`src/rtl/hrf_pkg.sv`:
```
// ----------------------------------------------------------------------------
// hrf_pkg
// Shared types, codes and pattern helpers of the HTTP request framer.
// ----------------------------------------------------------------------------
package hrf_pkg;

    localparam int unsigned CFG_WIDTH = 24;

    // Register indexes of the configuration port
    localparam logic CFG_MAX_BYTES = 1'b0;
    localparam logic CFG_MAX_REQS  = 1'b1;

    // Report status codes
    localparam logic [1:0] ST_OK        = 2'd0;
    localparam logic [1:0] ST_BAD_METH  = 2'd1;
    localparam logic [1:0] ST_BAD_LEN   = 2'd2;
    localparam logic [1:0] ST_TOO_LARGE = 2'd3;

    // Parse phases
    localparam logic [1:0] PH_METHOD = 2'd0;
    localparam logic [1:0] PH_HEADER = 2'd1;
    localparam logic [1:0] PH_BODY   = 2'd2;

    localparam logic [2:0] MM_OK  = 3'd6;
    localparam logic [2:0] MM_BAD = 3'd7;

    // Content-Length value scan
    localparam logic [2:0] LF_NONE   = 3'd0;
    localparam logic [2:0] LF_SKIP   = 3'd1;
    localparam logic [2:0] LF_DIGITS = 3'd2;
    localparam logic [2:0] LF_DONE   = 3'd3;
    localparam logic [2:0] LF_BAD    = 3'd4;

    // Connection token matcher
    localparam logic [4:0] TK_START      = 5'd0;
    localparam logic [4:0] TK_CLOSE_FULL = 5'd5;
    localparam logic [4:0] TK_KEEP_BASE  = 5'd6;
    localparam logic [4:0] TK_KEEP_FULL  = 5'd15;
    localparam logic [4:0] TK_CLOSE_WS   = 5'd16;
    localparam logic [4:0] TK_KEEP_WS    = 5'd17;
    localparam logic [4:0] TK_OTHER      = 5'd18;
    localparam logic [4:0] TK_DONE       = 5'd19;

    localparam logic [1:0] CR_NONE  = 2'd0;
    localparam logic [1:0] CR_SEEN  = 2'd1;
    localparam logic [1:0] CR_CLOSE = 2'd2;
    localparam logic [1:0] CR_KEEP  = 2'd3;

    localparam logic [7:0] CH_CR = 8'h0D;
    localparam logic [7:0] CH_LF = 8'h0A;

    localparam logic [8*15-1:0] PAT_LEN    = "Content-Length:";
    localparam logic [8*8-1:0]  PAT_VER    = "HTTP/1.0";
    localparam logic [8*11-1:0] PAT_CONN_A = "Connection:";
    localparam logic [8*11-1:0] PAT_CONN_B = "connection:";
    localparam logic [8*5-1:0]  PAT_CLOSE  = "close";
    localparam logic [8*10-1:0] PAT_KEEP   = "keep-alive";
    localparam logic [8*5-1:0]  PAT_POST   = "POST ";
    localparam logic [8*4-1:0]  PAT_GET    = "GET ";

    typedef struct packed {
        logic        valid;
        logic [1:0]  status;
        logic        is_post;
        logic [23:0] body_length;
        logic [23:0] hdr_len;
        logic        keep_open;
        logic [7:0]  request_number;
    } t_report;

    function automatic logic [7:0] to_lower(input logic [7:0] c);
        if (c >= "A" && c <= "Z") begin
            return c + 8'd32;
        end
        return c;
    endfunction

    // Patterns whose first character never recurs: fall back to one on it
    function automatic logic [3:0] len_next(input logic [3:0] q, input logic [7:0] c);
        if (q < 4'd15 && c == PAT_LEN[8*(14-int'(q)) +: 8]) begin
            return q + 4'd1;
        end
        return (c == "C") ? 4'd1 : 4'd0;
    endfunction

    function automatic logic [3:0] ver_next(input logic [3:0] q, input logic [7:0] c);
        if (q < 4'd8 && c == PAT_VER[8*(7-int'(q)) +: 8]) begin
            return q + 4'd1;
        end
        return (c == "H") ? 4'd1 : 4'd0;
    endfunction

    function automatic logic [3:0] key_next(input logic sel, input logic [3:0] q,
                                            input logic [7:0] c);
        logic [7:0] p;
        p = sel ? PAT_CONN_B[8*(10-int'(q)) +: 8] : PAT_CONN_A[8*(10-int'(q)) +: 8];
        if (c == p) begin
            return q + 4'd1;
        end
        if (sel && q == 4'd6 && c == "o") begin
            return 4'd2;
        end
        if (c == (sel ? 8'h63 : 8'h43)) begin
            return 4'd1;
        end
        return 4'd0;
    endfunction

    function automatic logic [1:0] end_next(input logic [1:0] q, input logic [7:0] c);
        case (q)
            2'd0:    return (c == CH_CR) ? 2'd1 : 2'd0;
            2'd1:    return (c == CH_LF) ? 2'd2 : (c == CH_CR) ? 2'd1 : 2'd0;
            2'd2:    return (c == CH_CR) ? 2'd3 : 2'd0;
            default: return (c == CH_CR) ? 2'd1 : 2'd0;
        endcase
    endfunction

    function automatic logic [4:0] tok_next(input logic [4:0] t, input logic [7:0] c);
        logic [7:0] l;
        l = to_lower(c);
        if (c == CH_CR || c == CH_LF) begin
            return TK_DONE;
        end else if (c == "," || c == ";") begin
            return TK_START;
        end else if (c == " " || c == 8'h09) begin
            if (t == TK_START) return TK_START;
            if (t == TK_CLOSE_FULL || t == TK_CLOSE_WS) return TK_CLOSE_WS;
            if (t == TK_KEEP_FULL || t == TK_KEEP_WS) return TK_KEEP_WS;
            return TK_OTHER;
        end else if (t == TK_START) begin
            return (l == "c") ? 5'd1 : (l == "k") ? TK_KEEP_BASE : TK_OTHER;
        end else if (t >= 5'd1 && t < TK_CLOSE_FULL) begin
            return (l == PAT_CLOSE[8*(4-int'(t)) +: 8]) ? t + 5'd1 : TK_OTHER;
        end else if (t >= TK_KEEP_BASE && t < TK_KEEP_FULL) begin
            return (l == PAT_KEEP[8*(14-int'(t)) +: 8]) ? t + 5'd1 : TK_OTHER;
        end
        return TK_OTHER;
    endfunction

    function automatic logic [1:0] res_next(input logic [1:0] r, input logic [4:0] t,
                                            input logic [7:0] c);
        if (c == CH_CR || c == CH_LF || c == "," || c == ";") begin
            if (t == TK_CLOSE_FULL || t == TK_CLOSE_WS) return CR_CLOSE;
            if (t == TK_KEEP_FULL || t == TK_KEEP_WS) return CR_KEEP;
        end
        return r;
    endfunction

endpackage

```
`src/rtl/hrf_core.sv`:
```
// ----------------------------------------------------------------------------
// hrf_core
// Parser state and the one-byte step: matchers, counters and report build.
// ----------------------------------------------------------------------------
module hrf_core import hrf_pkg::*; #(
    parameter int unsigned COUNT_WIDTH = 24
) (
    input  logic                 i_clk,
    input  logic                 i_rst_n,
    input  logic                 i_step,
    input  logic [7:0]           i_byte,
    input  logic                 i_new_conn,
    input  logic [CFG_WIDTH-1:0] i_max_bytes,
    input  logic [7:0]           i_max_reqs,
    output t_report              o_report
);

    localparam logic [COUNT_WIDTH-1:0] COUNT_MAX = '1;
    localparam logic [23:0] CAP = (COUNT_WIDTH >= 24) ? 24'hFFFFFF : 24'(COUNT_MAX);

    logic [1:0]             r_phase, n_phase;
    logic [2:0]             r_mm, n_mm;
    logic                   r_post, n_post;
    logic [1:0]             r_end, n_end;
    logic [3:0]             r_lkey, n_lkey;
    logic [23:0]            r_lval, n_lval;
    logic [2:0]             r_lflag, n_lflag;
    logic [3:0]             r_ver, n_ver;
    logic [3:0]             r_ckey [2], n_ckey [2];
    logic [4:0]             r_tok [2], n_tok [2];
    logic [1:0]             r_cres [2], n_cres [2];
    logic [COUNT_WIDTH-1:0] r_hc, n_hc;
    logic [COUNT_WIDTH-1:0] r_bc, n_bc;
    logic [7:0]             r_served, n_served;
    logic                   r_closed, n_closed;

    logic [23:0]            lim;
    logic [COUNT_WIDTH+1:0] total;
    logic [27:0]            lv_mul;
    logic                   do_err, do_fin, keep, sel;
    logic [1:0]             err_code;
    logic [3:0]             digit;
    logic                   ws;

    assign lim = (i_max_bytes > CAP) ? CAP : i_max_bytes;

    always_comb begin
        n_phase  = r_phase;   n_mm    = r_mm;    n_post  = r_post;
        n_end    = r_end;     n_lkey  = r_lkey;  n_lval  = r_lval;
        n_lflag  = r_lflag;   n_ver   = r_ver;   n_hc    = r_hc;
        n_bc     = r_bc;      n_served = r_served; n_closed = r_closed;
        n_ckey   = r_ckey;    n_tok   = r_tok;   n_cres  = r_cres;
        do_err   = 1'b0;      do_fin  = 1'b0;    err_code = ST_OK;
        keep     = 1'b0;      sel     = 1'b0;    total    = '0;
        lv_mul   = '0;        digit   = 4'd0;    ws       = 1'b0;
        o_report = '0;

        if (i_new_conn) begin
            n_phase = PH_METHOD; n_mm = 3'd0; n_post = 1'b0; n_end = 2'd0;
            n_lkey = 4'd0; n_lval = '0; n_lflag = LF_NONE; n_ver = 4'd0;
            n_ckey[0] = 4'd0; n_ckey[1] = 4'd0;
            n_tok[0] = TK_START; n_tok[1] = TK_START;
            n_cres[0] = CR_NONE; n_cres[1] = CR_NONE;
            n_hc = '0; n_bc = '0; n_served = 8'd0; n_closed = 1'b0;
        end

        if (!n_closed) begin
            total = {2'b00, n_hc} + {2'b00, n_bc} + (COUNT_WIDTH+2)'(1);
            if (total > (COUNT_WIDTH+2)'(lim)) begin
                do_err = 1'b1; err_code = ST_TOO_LARGE;
            end else if (n_phase == PH_BODY) begin
                n_bc = n_bc + 1'b1;
                if ((COUNT_WIDTH+1)'(n_bc) >= (COUNT_WIDTH+1)'(n_lval)) do_fin = 1'b1;
            end else begin
                n_hc = n_hc + 1'b1;
                // Method prefix
                if (n_phase == PH_METHOD) begin
                    if (n_mm == 3'd0) begin
                        if (i_byte == "P") begin
                            n_post = 1'b1; n_mm = 3'd1;
                        end else if (i_byte == "G") begin
                            n_post = 1'b0; n_mm = 3'd1;
                        end else begin
                            n_mm = MM_BAD;
                        end
                    end else if (n_mm < 3'd5) begin
                        if (n_post && i_byte == PAT_POST[8*(4-int'(n_mm)) +: 8])
                            n_mm = (n_mm == 3'd4) ? MM_OK : n_mm + 3'd1;
                        else if (!n_post && n_mm < 3'd4
                                 && i_byte == PAT_GET[8*(3-int'(n_mm)) +: 8])
                            n_mm = (n_mm == 3'd3) ? MM_OK : n_mm + 3'd1;
                        else
                            n_mm = MM_BAD;
                    end else if (n_mm != MM_OK) begin
                        n_mm = MM_BAD;
                    end
                    if (n_mm == MM_OK || n_mm == MM_BAD) n_phase = PH_HEADER;
                end
                // Connection headers, both spellings
                for (int i = 0; i < 2; i++) begin
                    if (n_ckey[i] == 4'd11) begin
                        if (n_tok[i] != TK_DONE) begin
                            n_cres[i] = res_next(n_cres[i], n_tok[i], i_byte);
                            n_tok[i]  = tok_next(n_tok[i], i_byte);
                        end
                    end else begin
                        n_ckey[i] = key_next(i[0], n_ckey[i], i_byte);
                        if (n_ckey[i] == 4'd11) begin
                            n_cres[i] = CR_SEEN; n_tok[i] = TK_START;
                        end
                    end
                end
                // Content-Length key and value
                if (n_lflag == LF_SKIP || n_lflag == LF_DIGITS) begin
                    ws = (i_byte == " " || (i_byte >= 8'h09 && i_byte <= CH_CR));
                    if (i_byte >= "0" && i_byte <= "9") begin
                        digit  = 4'(i_byte - "0");
                        lv_mul = {1'b0, n_lval, 3'b000} + {3'b000, n_lval, 1'b0}
                                 + {24'd0, digit};
                        if (lv_mul > {4'd0, lim}) begin
                            n_lflag = LF_BAD;
                        end else begin
                            n_lval = lv_mul[23:0]; n_lflag = LF_DIGITS;
                        end
                    end else if (n_lflag == LF_DIGITS) begin
                        n_lflag = LF_DONE;
                    end else if (!ws) begin
                        n_lflag = LF_BAD;
                    end
                end else if (n_lflag == LF_NONE) begin
                    n_lkey = len_next(n_lkey, i_byte);
                    if (n_lkey == 4'd15) begin
                        n_lflag = LF_SKIP; n_lval = '0;
                    end
                end
                if (n_ver < 4'd8) n_ver = ver_next(n_ver, i_byte);
                // Header end
                if (n_end == 2'd3 && i_byte == CH_LF) begin
                    if (n_lflag == LF_SKIP || n_lflag == LF_BAD) begin
                        do_err = 1'b1; err_code = ST_BAD_LEN;
                    end else begin
                        if (n_lflag == LF_DIGITS) n_lflag = LF_DONE;
                        if (n_phase == PH_METHOD) n_mm = MM_BAD;
                        if (n_lflag == LF_DONE && n_lval != '0) begin
                            n_phase = PH_BODY; n_bc = '0; n_end = 2'd0;
                        end else begin
                            do_fin = 1'b1;
                        end
                    end
                end else begin
                    n_end = end_next(n_end, i_byte);
                end
            end
        end

        if (do_fin && n_mm != MM_OK) begin
            do_fin = 1'b0; do_err = 1'b1; err_code = ST_BAD_METH;
        end

        if (do_err) begin
            o_report.valid          = 1'b1;
            o_report.status         = err_code;
            o_report.request_number = n_served;
            n_closed = 1'b1;
        end else if (do_fin) begin
            keep = (n_ver != 4'd8);
            sel  = (n_cres[0] == CR_NONE);
            if (n_cres[sel] == CR_CLOSE) keep = 1'b0;
            else if (n_cres[sel] == CR_KEEP) keep = 1'b1;
            if (!({1'b0, n_served} + 9'd1 < {1'b0, i_max_reqs})) keep = 1'b0;
            o_report.valid          = 1'b1;
            o_report.status         = ST_OK;
            o_report.is_post        = n_post;
            o_report.body_length    = (n_lflag == LF_DONE) ? n_lval : 24'd0;
            o_report.hdr_len        = 24'(n_hc);
            o_report.keep_open      = keep;
            o_report.request_number = n_served;
            if (n_served != 8'hFF) n_served = n_served + 8'd1;
            n_phase = PH_METHOD; n_mm = 3'd0; n_post = 1'b0; n_end = 2'd0;
            n_lkey = 4'd0; n_lval = '0; n_lflag = LF_NONE; n_ver = 4'd0;
            n_ckey[0] = 4'd0; n_ckey[1] = 4'd0;
            n_tok[0] = TK_START; n_tok[1] = TK_START;
            n_cres[0] = CR_NONE; n_cres[1] = CR_NONE;
            n_hc = '0; n_bc = '0;
            if (!keep) n_closed = 1'b1;
        end
    end

    always_ff @(posedge i_clk) begin
        if (!i_rst_n) begin
            r_phase <= PH_METHOD; r_mm <= 3'd0; r_post <= 1'b0; r_end <= 2'd0;
            r_lkey <= 4'd0; r_lval <= '0; r_lflag <= LF_NONE; r_ver <= 4'd0;
            r_ckey[0] <= 4'd0; r_ckey[1] <= 4'd0;
            r_tok[0] <= TK_START; r_tok[1] <= TK_START;
            r_cres[0] <= CR_NONE; r_cres[1] <= CR_NONE;
            r_hc <= '0; r_bc <= '0; r_served <= 8'd0; r_closed <= 1'b0;
        end else if (i_step) begin
            r_phase <= n_phase; r_mm <= n_mm; r_post <= n_post; r_end <= n_end;
            r_lkey <= n_lkey; r_lval <= n_lval; r_lflag <= n_lflag; r_ver <= n_ver;
            r_ckey <= n_ckey; r_tok <= n_tok; r_cres <= n_cres;
            r_hc <= n_hc; r_bc <= n_bc; r_served <= n_served; r_closed <= n_closed;
        end
    end

endmodule

```
`src/rtl/http_request_framer.sv`:
```
// ----------------------------------------------------------------------------
// http_request_framer
// Frames HTTP/1.1 requests from a byte stream and reports one result each.
// ----------------------------------------------------------------------------
//  channel   | direction | payload
//  s_axis    | in        | tdata: data_byte; tuser: new_connection
//  m_axis    | out       | tdata: status, is_post, body/header length, keep, req no
//  cfg       | in        | index 0 max_request_bytes, 1 max_requests_per_connection
//
//  One byte per cycle unless m_axis stalls; a byte waits in the input register
//  and its report, if any, is loaded into the result register when it steps.
//  The per-byte step (all matchers and counters) sits between those registers.
//  Reset (synchronous, active low) clears parser state and valid flags and restores the config defaults.
//  A stall on m_axis holds the input register; tready drops only then.
module http_request_framer import hrf_pkg::*; #(
    parameter int unsigned COUNT_WIDTH = 24
) (
    input  logic                 i_clk,
    input  logic                 i_rst_n,
    input  logic                 i_s_tvalid,
    output logic                 o_s_tready,
    input  logic [7:0]           i_s_tdata,  // [7:0] data_byte
    input  logic                 i_s_tuser,  // [0] new_connection
    output logic                 o_m_tvalid,
    input  logic                 i_m_tready,
    // [1:0] status, [2] is_post, [26:3] body_length, [50:27] hdr_len,
    // [51] keep_open, [59:52] request_number, [63:60] zero
    output logic [63:0]          o_m_tdata,
    input  logic                 i_cfg_we,
    input  logic                 i_cfg_index,
    input  logic [CFG_WIDTH-1:0] i_cfg_wdata
);

    logic [CFG_WIDTH-1:0] r_max_bytes;
    logic [7:0]           r_max_reqs;
    logic                 r_in_valid;
    logic [7:0]           r_byte;
    logic                 r_new;
    logic                 r_out_valid;
    logic [63:0]          r_out_data;
    logic                 adv;
    logic                 step;
    t_report              report;

    // Advance the pipeline whenever the result register is free or draining
    assign adv        = !r_out_valid || i_m_tready;
    assign step       = r_in_valid && adv;
    assign o_s_tready = !r_in_valid || adv;
    assign o_m_tvalid = r_out_valid;
    assign o_m_tdata  = r_out_data;

    always_ff @(posedge i_clk) begin
        if (!i_rst_n) begin
            r_max_bytes <= 24'd65536;
            r_max_reqs  <= 8'd100;
        end else if (i_cfg_we) begin
            case (i_cfg_index)
                CFG_MAX_BYTES: r_max_bytes <= i_cfg_wdata;
                CFG_MAX_REQS:  r_max_reqs  <= i_cfg_wdata[7:0];
                default:       r_max_reqs  <= r_max_reqs;
            endcase
        end
    end

    // Input register
    always_ff @(posedge i_clk) begin
        if (!i_rst_n) begin
            r_in_valid <= 1'b0;
        end else if (o_s_tready) begin
            r_in_valid <= i_s_tvalid;
        end
    end

    always_ff @(posedge i_clk) begin
        if (o_s_tready && i_s_tvalid) begin
            r_byte <= i_s_tdata;
            r_new  <= i_s_tuser;
        end
    end

    hrf_core #(
        .COUNT_WIDTH (COUNT_WIDTH)
    ) u_core (
        .i_clk       (i_clk),
        .i_rst_n     (i_rst_n),
        .i_step      (step),
        .i_byte      (r_byte),
        .i_new_conn  (r_new),
        .i_max_bytes (r_max_bytes),
        .i_max_reqs  (r_max_reqs),
        .o_report    (report)
    );

    // Result register: load on every advance, drop bytes that give no report
    always_ff @(posedge i_clk) begin
        if (!i_rst_n) begin
            r_out_valid <= 1'b0;
        end else if (adv) begin
            r_out_valid <= step && report.valid;
        end
    end

    always_ff @(posedge i_clk) begin
        if (step) begin
            r_out_data <= {4'd0, report.request_number, report.keep_open,
                           report.hdr_len, report.body_length,
                           report.is_post, report.status};
        end
    end

endmodule

```
`config.mk`:
```
export PLATFORM = sky130hd
export DESIGN_NAME = http_request_framer
export DESIGN_NICKNAME = d
export VERILOG_FILES = /design/src/rtl/hrf_pkg.sv /design/src/rtl/hrf_core.sv /design/src/rtl/http_request_framer.sv
export SDC_FILE = /design/constraint.sdc
export NUM_CORES = 1
export LEC_CHECK = 0
export BUFFER_PORTS_ARGS = -buffer_cell sky130_fd_sc_hd__buf_2
export CORE_MARGIN = 3
export CORE_UTILIZATION = 30
export DETAILED_ROUTE_END_ITERATION = 16
export PLACE_DENSITY = 0.57
export SLEW_MARGIN = 20
export SYNTH_ARGS = -nofsm -noshare
export SYNTH_HDL_FRONTEND = slang
export SYNTH_SLANG_ARGS = --single-unit
```
`constraint.sdc`:
```
create_clock -name i_clk -period 9.7 [get_ports i_clk]
set_input_delay 2.91 -clock i_clk [delete_from_list [all_inputs] [get_ports i_clk]]
set_output_delay 2.91 -clock i_clk [all_outputs]
set_load 0.03 [all_outputs]
```
Word-level counts from Yosys, hierarchy flattened
Cells that the tools add are included.
Operators by class
  add/sub/neg operators: 27
  $lt $le $gt $ge: 24
  eq/ne operators: 63
  shift-type cells: 10
  multiplexer cells: 446
  bitwise gates (word level): 4
  reductions and logical operators: 49
Operators by type and width (number)
  $mux W24: 31
  $mux W4: 50
  $mux W5: 40
  $mux W1: 195
  $mux W8: 24
  $shiftx A88 B32 Y8 const A: 2
  $shiftx A80 B32 Y8 const A: 2
  $mux W3: 48
  $shiftx A120 B32 Y8 const A: 1
  $shiftx A40 B32 Y8 const A: 3
  $mux W2: 50
  $eq A8 B7 Y1 const B: 10
  $eq A8 B8 Y1: 10
  $shiftx A64 B32 Y8 const A: 1
  $mux W61: 1
  $mux W10: 6
  $add A24 B1 Y24 const B: 2
  $shiftx A32 B32 Y8 const A: 1
  $add A27 B25 Y28: 1
  $add A28 B4 Y28: 1
  $gt A28 B24 Y1: 1
  $add A26 B1 Y26 const B: 1
  $gt A26 B24 Y1: 1
  $add A24 B24 Y25: 1
  58 further kinds: 140
Word-level totals
  register bits: 225
  output and inout bits: 66

Longest topological paths before layout
Gate-level depths: netlist of the first run.
  depth after elaboration: 47
  gate-level depth with buffers: 44
  depth with buffers taken out: 28

Modules after synthesis
A second synthesis of the first run with hierarchy kept.
Unflattened totals
  cell total of the unflattened synthesis: 2767
  area total of the unflattened synthesis: 21086.5 um2
Modules (own cells, without submodules)
  hrf_core: instances 1, cells each 2548, area each 17604.4 um2, sequential area each 2442.3 um2
  http_request_framer: instances 1, cells each 219, area each 3482.1 um2, sequential area each 2752.6 um2

Least setup slack after synthesis of the first run
OpenSTA, ideal clock, no wires.
  path kind: register -> register
  from: register r_new
  to: register u_core.r_bc[11]
  setup time: 0.117 ns
  data arrival time: 8.974 ns
  data required time: 9.583 ns
  slack: 0.609 ns
  stages on the path, launching flop included: 42
  buffers on the path: 16
  cell sequence: edfxtp_1 buf_2 buf_6 buf_4 buf_4 buf_4 buf_2 buf_2 buf_2 buf_2 buf_2 buf_2 clkbuf_1 clkbuf_1 buf_1 nor2b_1 fa_1 a211oi_2 (+6 left out) nor3_1 nand2_1 xnor2_1 ha_1 and4_1 nand2_1 nor2_1 a21boi_0 o21a_1 or3_1 a2111oi_2 nor2_1 or4_4 and2_4 buf_6 a41o_1 buf_6 a32o_1
Between the ends
  cells in the longest elaborated chain, start to end: 43
  elaborated cells on any way between the ends: 145
  classes of those cells: add/sub (10); order compare (6); eq/ne (18); shift (3); mux (92); reduce/logical (16)
Ends and longest elaborated chain
  start, declared: RTL line http_request_framer.sv:38  | logic r_new;
  start signal, assigned: RTL line http_request_framer.sv:77  | r_new <= i_s_tuser;
  $mux W4: RTL line hrf_core.sv:58  | if (i_new_conn) begin
  $sub A4 B4 Y5: RTL line hrf_pkg.sv:80  | if (q < 4'd15 && c == PAT_LEN[8*(14-int'(q)) +: 8]) begin
  $shiftx A120 B32 Y8: RTL line hrf_pkg.sv:80
  $eq A8 B8 Y1: RTL line hrf_pkg.sv:80
  $logic_and A1 B1 Y1: RTL line hrf_pkg.sv:80
  $mux W1: RTL line hrf_pkg.sv:80
  $mux W1: RTL line hrf_core.sv:130  | end else if (n_lflag == LF_NONE) begin
  $mux W1: RTL line hrf_core.sv:114  | if (n_lflag == LF_SKIP || n_lflag == LF_DIGITS) begin
  (+27 left out)
  $mux W1: RTL line hrf_core.sv:138  | if (n_end == 2'd3 && i_byte == CH_LF) begin
  $mux W1: RTL line hrf_core.sv:71  | end else if (n_phase == PH_BODY) begin
  $mux W1: RTL line hrf_core.sv:69  | if (total > (COUNT_WIDTH+2)'(lim)) begin
  $mux W1: RTL line hrf_core.sv:67  | if (!n_closed) begin
  $logic_and A1 B1 Y1: RTL line hrf_core.sv:156  | if (do_fin && n_mm != MM_OK) begin
  $mux W1: RTL line hrf_core.sv:156
  $mux W24: RTL line hrf_core.sv:165  | end else if (do_fin) begin
  $mux W24 *: RTL line hrf_core.sv:160  | if (do_err) begin
  end signal, assigned: RTL line hrf_core.sv:201  | r_hc <= n_hc; r_bc <= n_bc; r_served <= n_served; r_closed <= n_closed;
  end, declared: RTL line hrf_core.sv:33  | logic [COUNT_WIDTH-1:0] r_bc, n_bc;
Every way passes the cells marked *; elsewhere a longest branch is shown, timed or not. The select of a mux whose other input is x is not followed.
A chain may end at the register's enable or synchronous reset.

Worst setup path after layout of the first run
  from: register r_new
  to: register u_core.r_served[2]
Between the ends
  cells in the longest elaborated chain, start to end: 43
  elaborated cells on any way between the ends: 143
  classes of those cells: add/sub (11); order compare (6); eq/ne (19); shift (3); mux (88); reduce/logical (16)
Ends and longest elaborated chain
  $mux W4: RTL line hrf_core.sv:58
  $sub A4 B4 Y5: RTL line hrf_pkg.sv:80
  $shiftx A120 B32 Y8: RTL line hrf_pkg.sv:80
  $eq A8 B8 Y1: RTL line hrf_pkg.sv:80
  $logic_and A1 B1 Y1: RTL line hrf_pkg.sv:80
  $mux W1: RTL line hrf_pkg.sv:80
  $mux W1: RTL line hrf_core.sv:130
  $mux W1: RTL line hrf_core.sv:114
  (+27 left out)
  $mux W1: RTL line hrf_core.sv:138
  $mux W1: RTL line hrf_core.sv:71
  $mux W1: RTL line hrf_core.sv:69
  $mux W1: RTL line hrf_core.sv:67
  $logic_and A1 B1 Y1: RTL line hrf_core.sv:156
  $mux W1: RTL line hrf_core.sv:156
  $mux W8: RTL line hrf_core.sv:165
  $mux W8 *: RTL line hrf_core.sv:160
  end signal, assigned: RTL line hrf_core.sv:201
  end, declared: RTL line hrf_core.sv:34  | logic [7:0] r_served, n_served;
Marks and branches as above.

==> results of run 1 <==
==> final cells by class <==
cell class	instances	area [sq um]
Clock buffer	33	740.7
Clock inverter	19	220.2
Sequential cell	225	5195
Tap cell	950	1189
Inverter	122	461.7
Multi-Input combinational cell	2377	15650
Timing Repair Buffer	144	843.3
Fill cell	7584	47920
==> kinds of logic after synthesis <==
logic type / Yosys count / share of synthesized area, %
buf+inv: 310 / 5.884
mux: 29 / 1.369
xor+xnor: 153 / 6.156
compound gates: 837 / 25.68
other cells: 1 / 0.01696
fa+ha+maj: 182 / 10.35
simple gates: 1172 / 27.05
flops: 225 / 23.49
==> critical path: cells and delay by family, from the launching register on <==
kind	cells	cell delay, ps
and+or+nand+nor	10	2450
AOI/OAI and AO/OA	12	3590
adders and majority gates	3	1070
buffers and inverters	2	860
xor gates and xnor gates	2	460
DFF	1	410
==> state kept, by name, indices dropped and copies added (netlist names), 8 cells and up <==
signal           count
u_core.r_served      8
u_core.r_hc         24
u_core.r_bc         24
r_max_reqs           8
r_byte               8
u_core.r_ckey        8
u_core.r_tok        10
u_core.r_lval       24
r_max_bytes         24
o_m_tdata           60
==> where the power goes <==
part / leakage (nW) / total [mW] / internal [mW] / switching (mW)
clock network: 0.455 / 1.12 / 0.655 / 0.461
logic: 7.24 / 0.283 / 0.0790 / 0.204
registers: 2.04 / 0.994 / 0.982 / 0.0126
total: 9.73 / 2.39 / 1.72 / 0.677
==> path summary, 6_finish.rpt <==
| check | slack (ps) | endpoint |
|---|---|---|
| setup / recovery | 610 | u_core.r_served[2] |
| setup reg to reg | 610 | u_core.r_served[2] |
| hold reg to reg | 450 | u_core.r_hc[23] |
| hold / removal | 450 | u_core.r_hc[23] |
==> placed cells by master, fill, tap and decap left out, types with 59 or more instances in the layout <==
master / n
ha_1: 179
o21ai_0: 123
dfxtp_1: 156
xnor2_1: 92
edfxtp_1: 69
nor2b_1: 101
nand2_1: 306
nand3_1: 105
nor3_1: 59
inv_1: 116
xor2_1: 59
nor2_1: 263
a21oi_1: 232
buf_2: 100
==> per-stage QoR <==
step                power, mW  hold slack [ps]  setup slack, ps  cells  instance area [sq um]
finish                  2.393            450.7            609.1   3870                  24300
global route            2.474            472.9            226.5   3870                  24300
CTS                     2.411            452.2            830.8   3869                  24290
detailed placement      1.291            439.7            893.6   3817                  23330
global placement        1.292            432.2            923.6   3817                  23330
floorplan               1.196            417.1            609.0   2912                  22130
==> per-layer routing <==
metal	routed length (um)	track usage (%)	vias to the layer above
met5	0	0	-
met4	2430	5.940	0
met3	6641	3.047	113
met2	34570	30.07	983
met1	37550	29.07	10662
li1	-	-	10687
==> flow_summary.yaml, run 1 <==
global_routing:
  grt_util_all_layers_pct: 19.93
  grt_pass1_vias: 20392
  grt-ovfl-total: 0
  grt_max_degree: 113
  grt_pass1_wl_um: 124000
  antenna_found_initial: 1
critical_path:
  cp.arrival_ps: 9540
  required_ps: 10150
  reg2reg_from: "r_new"
  endpoint_kind: "flop"
  max_stage_delay_ps: 510
  worstSetupStartpointType: "flop"
  worstSetupPathType: "reg2reg"
  path_max_fanout: 112
  r2r_cells: 29
  worstSetupStartpoint: "r_new"
  critPathSlowestCell: "a21oi_1"
clocking:
  clock_path_buffers: 3
  clkLatencyLatePin_ps: 590
  cts_setup_buffers: 0
  cts_tree: "built"
  post_cts_resized: 0
  cts_sinks: 225
  hold_buffers: 0
  h-tree-depth: 1
  cts.clk_slew.worst_paths_ps: 60
  cts_root_buffer: "clkbuf_16"
  numCtsBuffers: 28
routing:
  avgViaCountPerCell: 5.800
  routedWlPerCell_um: 20.98
  vias: 22445
  drt-total-wl_um: 81200
  drtIter0Drc: 2424
  ant_nets: 0
  drc: 0
  first_pass_iters: 6
power:
  leakagePower_nw: 9.733
  vdd_drop_max_mv: 0.1411
  power.density_mw_per_mm2: 98.47
hold_path:
  hold_start: "u_core.r_hc[23]"
  hold_class: "reg2reg"
  hold_depth: 2
timing:
  worstMarginPinSlew_ps: 1090
  setup_viol: 0
  rsz0062_at_grt: "no"
  fin_setup_tns_ps: 0
  fmax_ghz: 0.1100
  drv_slew: 0
  layout_min_cycle_time_ps: 9091
  fin_worst_skew_ps: 35.65
  slew_headroom_pct: 27.07
  final_hold_viol_count: 0
  min_period_over_period_pct: 93.72
floorplanning:
  die_y_um: 277.5
  start_util_pct: 30.62
  rows: 98
  ios: 105
  core_sq_mm: 0.07222
  dieWidth_um: 277.5
  die-area_sq_mm: 0.07701
synth:
  yosysMostFrequentCell: "nand2_1"
  synth_top_area_share_pct: 14.12
  yosys_register_bits: 225
  synth_area_leaders: "dfxtp_1 14%, ha_1 10%, edfxtp_1 9.4%"
  synth_top_area_cell: "dfxtp_1"
  syn_area_sq_mm: 0.02211
  syn_inst: 2909
  synthTopCellsByCount: "306 x nand2_1, 264 x nor2_1, 232 x a21oi_1, 179 x ha_1, 156 x dfxtp_1"
  seq_area_frac_synth_pct: 23.49
  yosys_most_used_dff: "dfxtp_1"
  avgSynthCellArea_sq_um: 7.602
  yosys.cell_types.count: 113
  synth_edf_count: 69
  yosysWarnings: 0
  async_flop_share_pct: 0
run_status:
  status: "complete, no violations"
placed_design:
  port_buffers: 100
  dp_hpwl_um: 60050
  place.gp.congestion: 0.9553
cells_and_area:
  final_util_pct: 33.65
  area_growth_pct: 9.896
  nNetsFinal: 3118
  num_antenna_cells: 0
  final_layout_size_suffix_gt1_share_pct: 9.486
job:
  drv_cap: 0
(Power assumes the default switching activity.)
==> inputs of run 2 (changes only) <==
Settings changed: CELL_PAD_IN_SITES_DETAIL_PLACEMENT set to 0, CELL_PAD_IN_SITES_GLOBAL_PLACEMENT set to 2, PLACE_DENSITY 0.57 to 0.81.
==> flow_summary.yaml, run 2 (synthesized netlist as in run 1, its figures left out) <==
clocking:
  clock_path_buffers: 3
  hold_buffers: 0
  clkLatencyLatePin_ps: 590
  cts.clk_slew.worst_paths_ps: 70
  h-tree-depth: 1
  cts_setup_buffers: 0
  cts_tree: "built"
  post_cts_resized: 0
  cts_sinks: 225
  cts_root_buffer: "clkbuf_16"
  numCtsBuffers: 28
global_routing:
  grt_pass1_wl_um: 128500
  grt_pass1_vias: 20915
  grt-ovfl-total: 0
  antenna_found_initial: 2
  grt_max_degree: 105
  grt_util_all_layers_pct: 20.97
power:
  p_int_mw: 1.651
  power_frac_seq_pct: 42.6
  power.switching_uw: 680.4
  vdd_drop_max_mv: 0.1069
  switching_share_pct: 29.19
  leakagePower_nw: 9.746
  p_comb_share_pct: 12.5
  power.density_mw_per_mm2: 95.92
  pwr-share-clk_pct: 44.9
cells_and_area:
  mostFrequentLayoutCell: "nand2_1"
  largest_reg_flops: 60
  fillerInstances: 7734
  area_growth_pct: 9.902
  seqCellArea_sq_mm: 0.005195
  multi_input_area_sq_mm: 0.01565
  nNetsFinal: 3125
  final_cell_mix: "306 x nand2_1, 263 x nor2_1, 232 x a21oi_1, 179 x ha_1, 156 x dfxtp_1"
  final_layout_size_suffix_gt1_share_pct: 9.669
routing:
  ant_nets: 0
  drc: 0
  drtIter0Drc: 1769
  vias: 22294
  routedWlPerCell_um: 21.79
  avgViaCountPerCell: 5.747
  first_pass_iters: 5
  drt-total-wl_um: 84540
timing:
  fin_setup_tns_ps: 0
  final_hold_viol_count: 0
  rsz0062_at_grt: "no"
  setup_slack_ps: 937.0
  fmax_ghz: 0.1141
  slew_headroom_pct: 29.61
  min_period_over_period_pct: 90.34
  layout_min_cycle_time_ps: 8763
  hold_slack_ps: 451.5
  drv_slew: 0
  worstMarginPinSlew_ps: 1052
  setup_viol: 0
  fin_worst_skew_ps: 33.18
floorplanning:
  core_sq_mm: 0.07222
  die_y_um: 277.5
  die-area_sq_mm: 0.07701
  rows: 98
  start_util_pct: 30.62
  ios: 105
  dieWidth_um: 277.5
placed_design:
  place.gp.congestion: 0.9040
  port_buffers: 100
  dp_hpwl_um: 63290
  pre_cts_ws_ps: 1077
run_status:
  status: "complete, no violations"
critical_path:
  cp.arrival_ps: 9240
  endpoint_kind: "flop"
  required_ps: 10170
  worstSetupStartpointType: "flop"
  path_max_fanout: 104
  worstSetupPathType: "reg2reg"
hold_path:
  hold_class: "reg2reg"
job:
  drv_cap: 0
run 2: power groups by stage:
stage	Clock, mW	Sequential, mW	Combinational (mW)
2_1_floorplan	0	1.01	0.184
3_3_place_gp	0	1.01	0.288
3_5_place_dp	0	1.01	0.287
4_1_cts	1.07	0.992	0.288
5_1_grt	1.11	0.994	0.316
6_report	1.05	0.992	0.291
run 2: metrics by stage:
stage	power, mW	instances	area, sq um	util [%]
2_1_floorplan	1.196	2912	22130	-
3_3_place_gp	1.300	3825	23400	32.41
3_5_place_dp	1.300	3825	23400	32.41
4_1_cts	2.354	3877	24300	33.64
5_1_grt	2.418	3878	24300	33.65
6_report	2.331	3879	24300	33.65
run 2: worst max-delay path, stage by stage (launching register included):
cell and delay, ps:
edfxtp_1 450, buf_12 270, nor2b_1 570, ha_1 450
a21oi_2 280, o21ai_1 210, o41ai_1 470, xor2_1 250
or2_2 380, or3_1 460, nor3_1 330, nand2_1 120
xnor2_1 260, ha_1 290, and4_1 230, nand2_1 90
nor2_1 70, a21boi_0 120, o21a_1 260, or3_1 440
a2111oi_2 620, nor2_2 270, buf_4 340, or4_4 480
and2_4 220, a41o_1 380, a32o_1 260
run 2: worst paths after layout:
kind                     startpoint  slack (ps)           endpoint  depth (start not counted)
setup / recovery              r_new         940    u_core.r_bc[16]                         26
hold / removal    u_core.r_lval[13]         450  u_core.r_lval[13]                          2
setup reg to reg              r_new         940    u_core.r_bc[16]                         26
hold reg to reg   u_core.r_lval[13]         450  u_core.r_lval[13]                          2
run 2: cell type report:
cell class	instances	area share [%]
clock buffer	34	2.976
multi-input combinational	2377	64.39
timing repair buffer	151	3.738
antenna	2	0.02059
sequential	225	21.38
tap	950	4.891
inverter	122	1.900
clock inverter	18	0.7053
run 2: metal layers:
metal	vias to the layer above	global-route usage [%]	wire, um
li1	10714	-	-
met1	10644	30.36	39560
met2	815	31.67	35960
met3	119	3.282	6368
met4	2	6.627	2634
met5	-	0	13
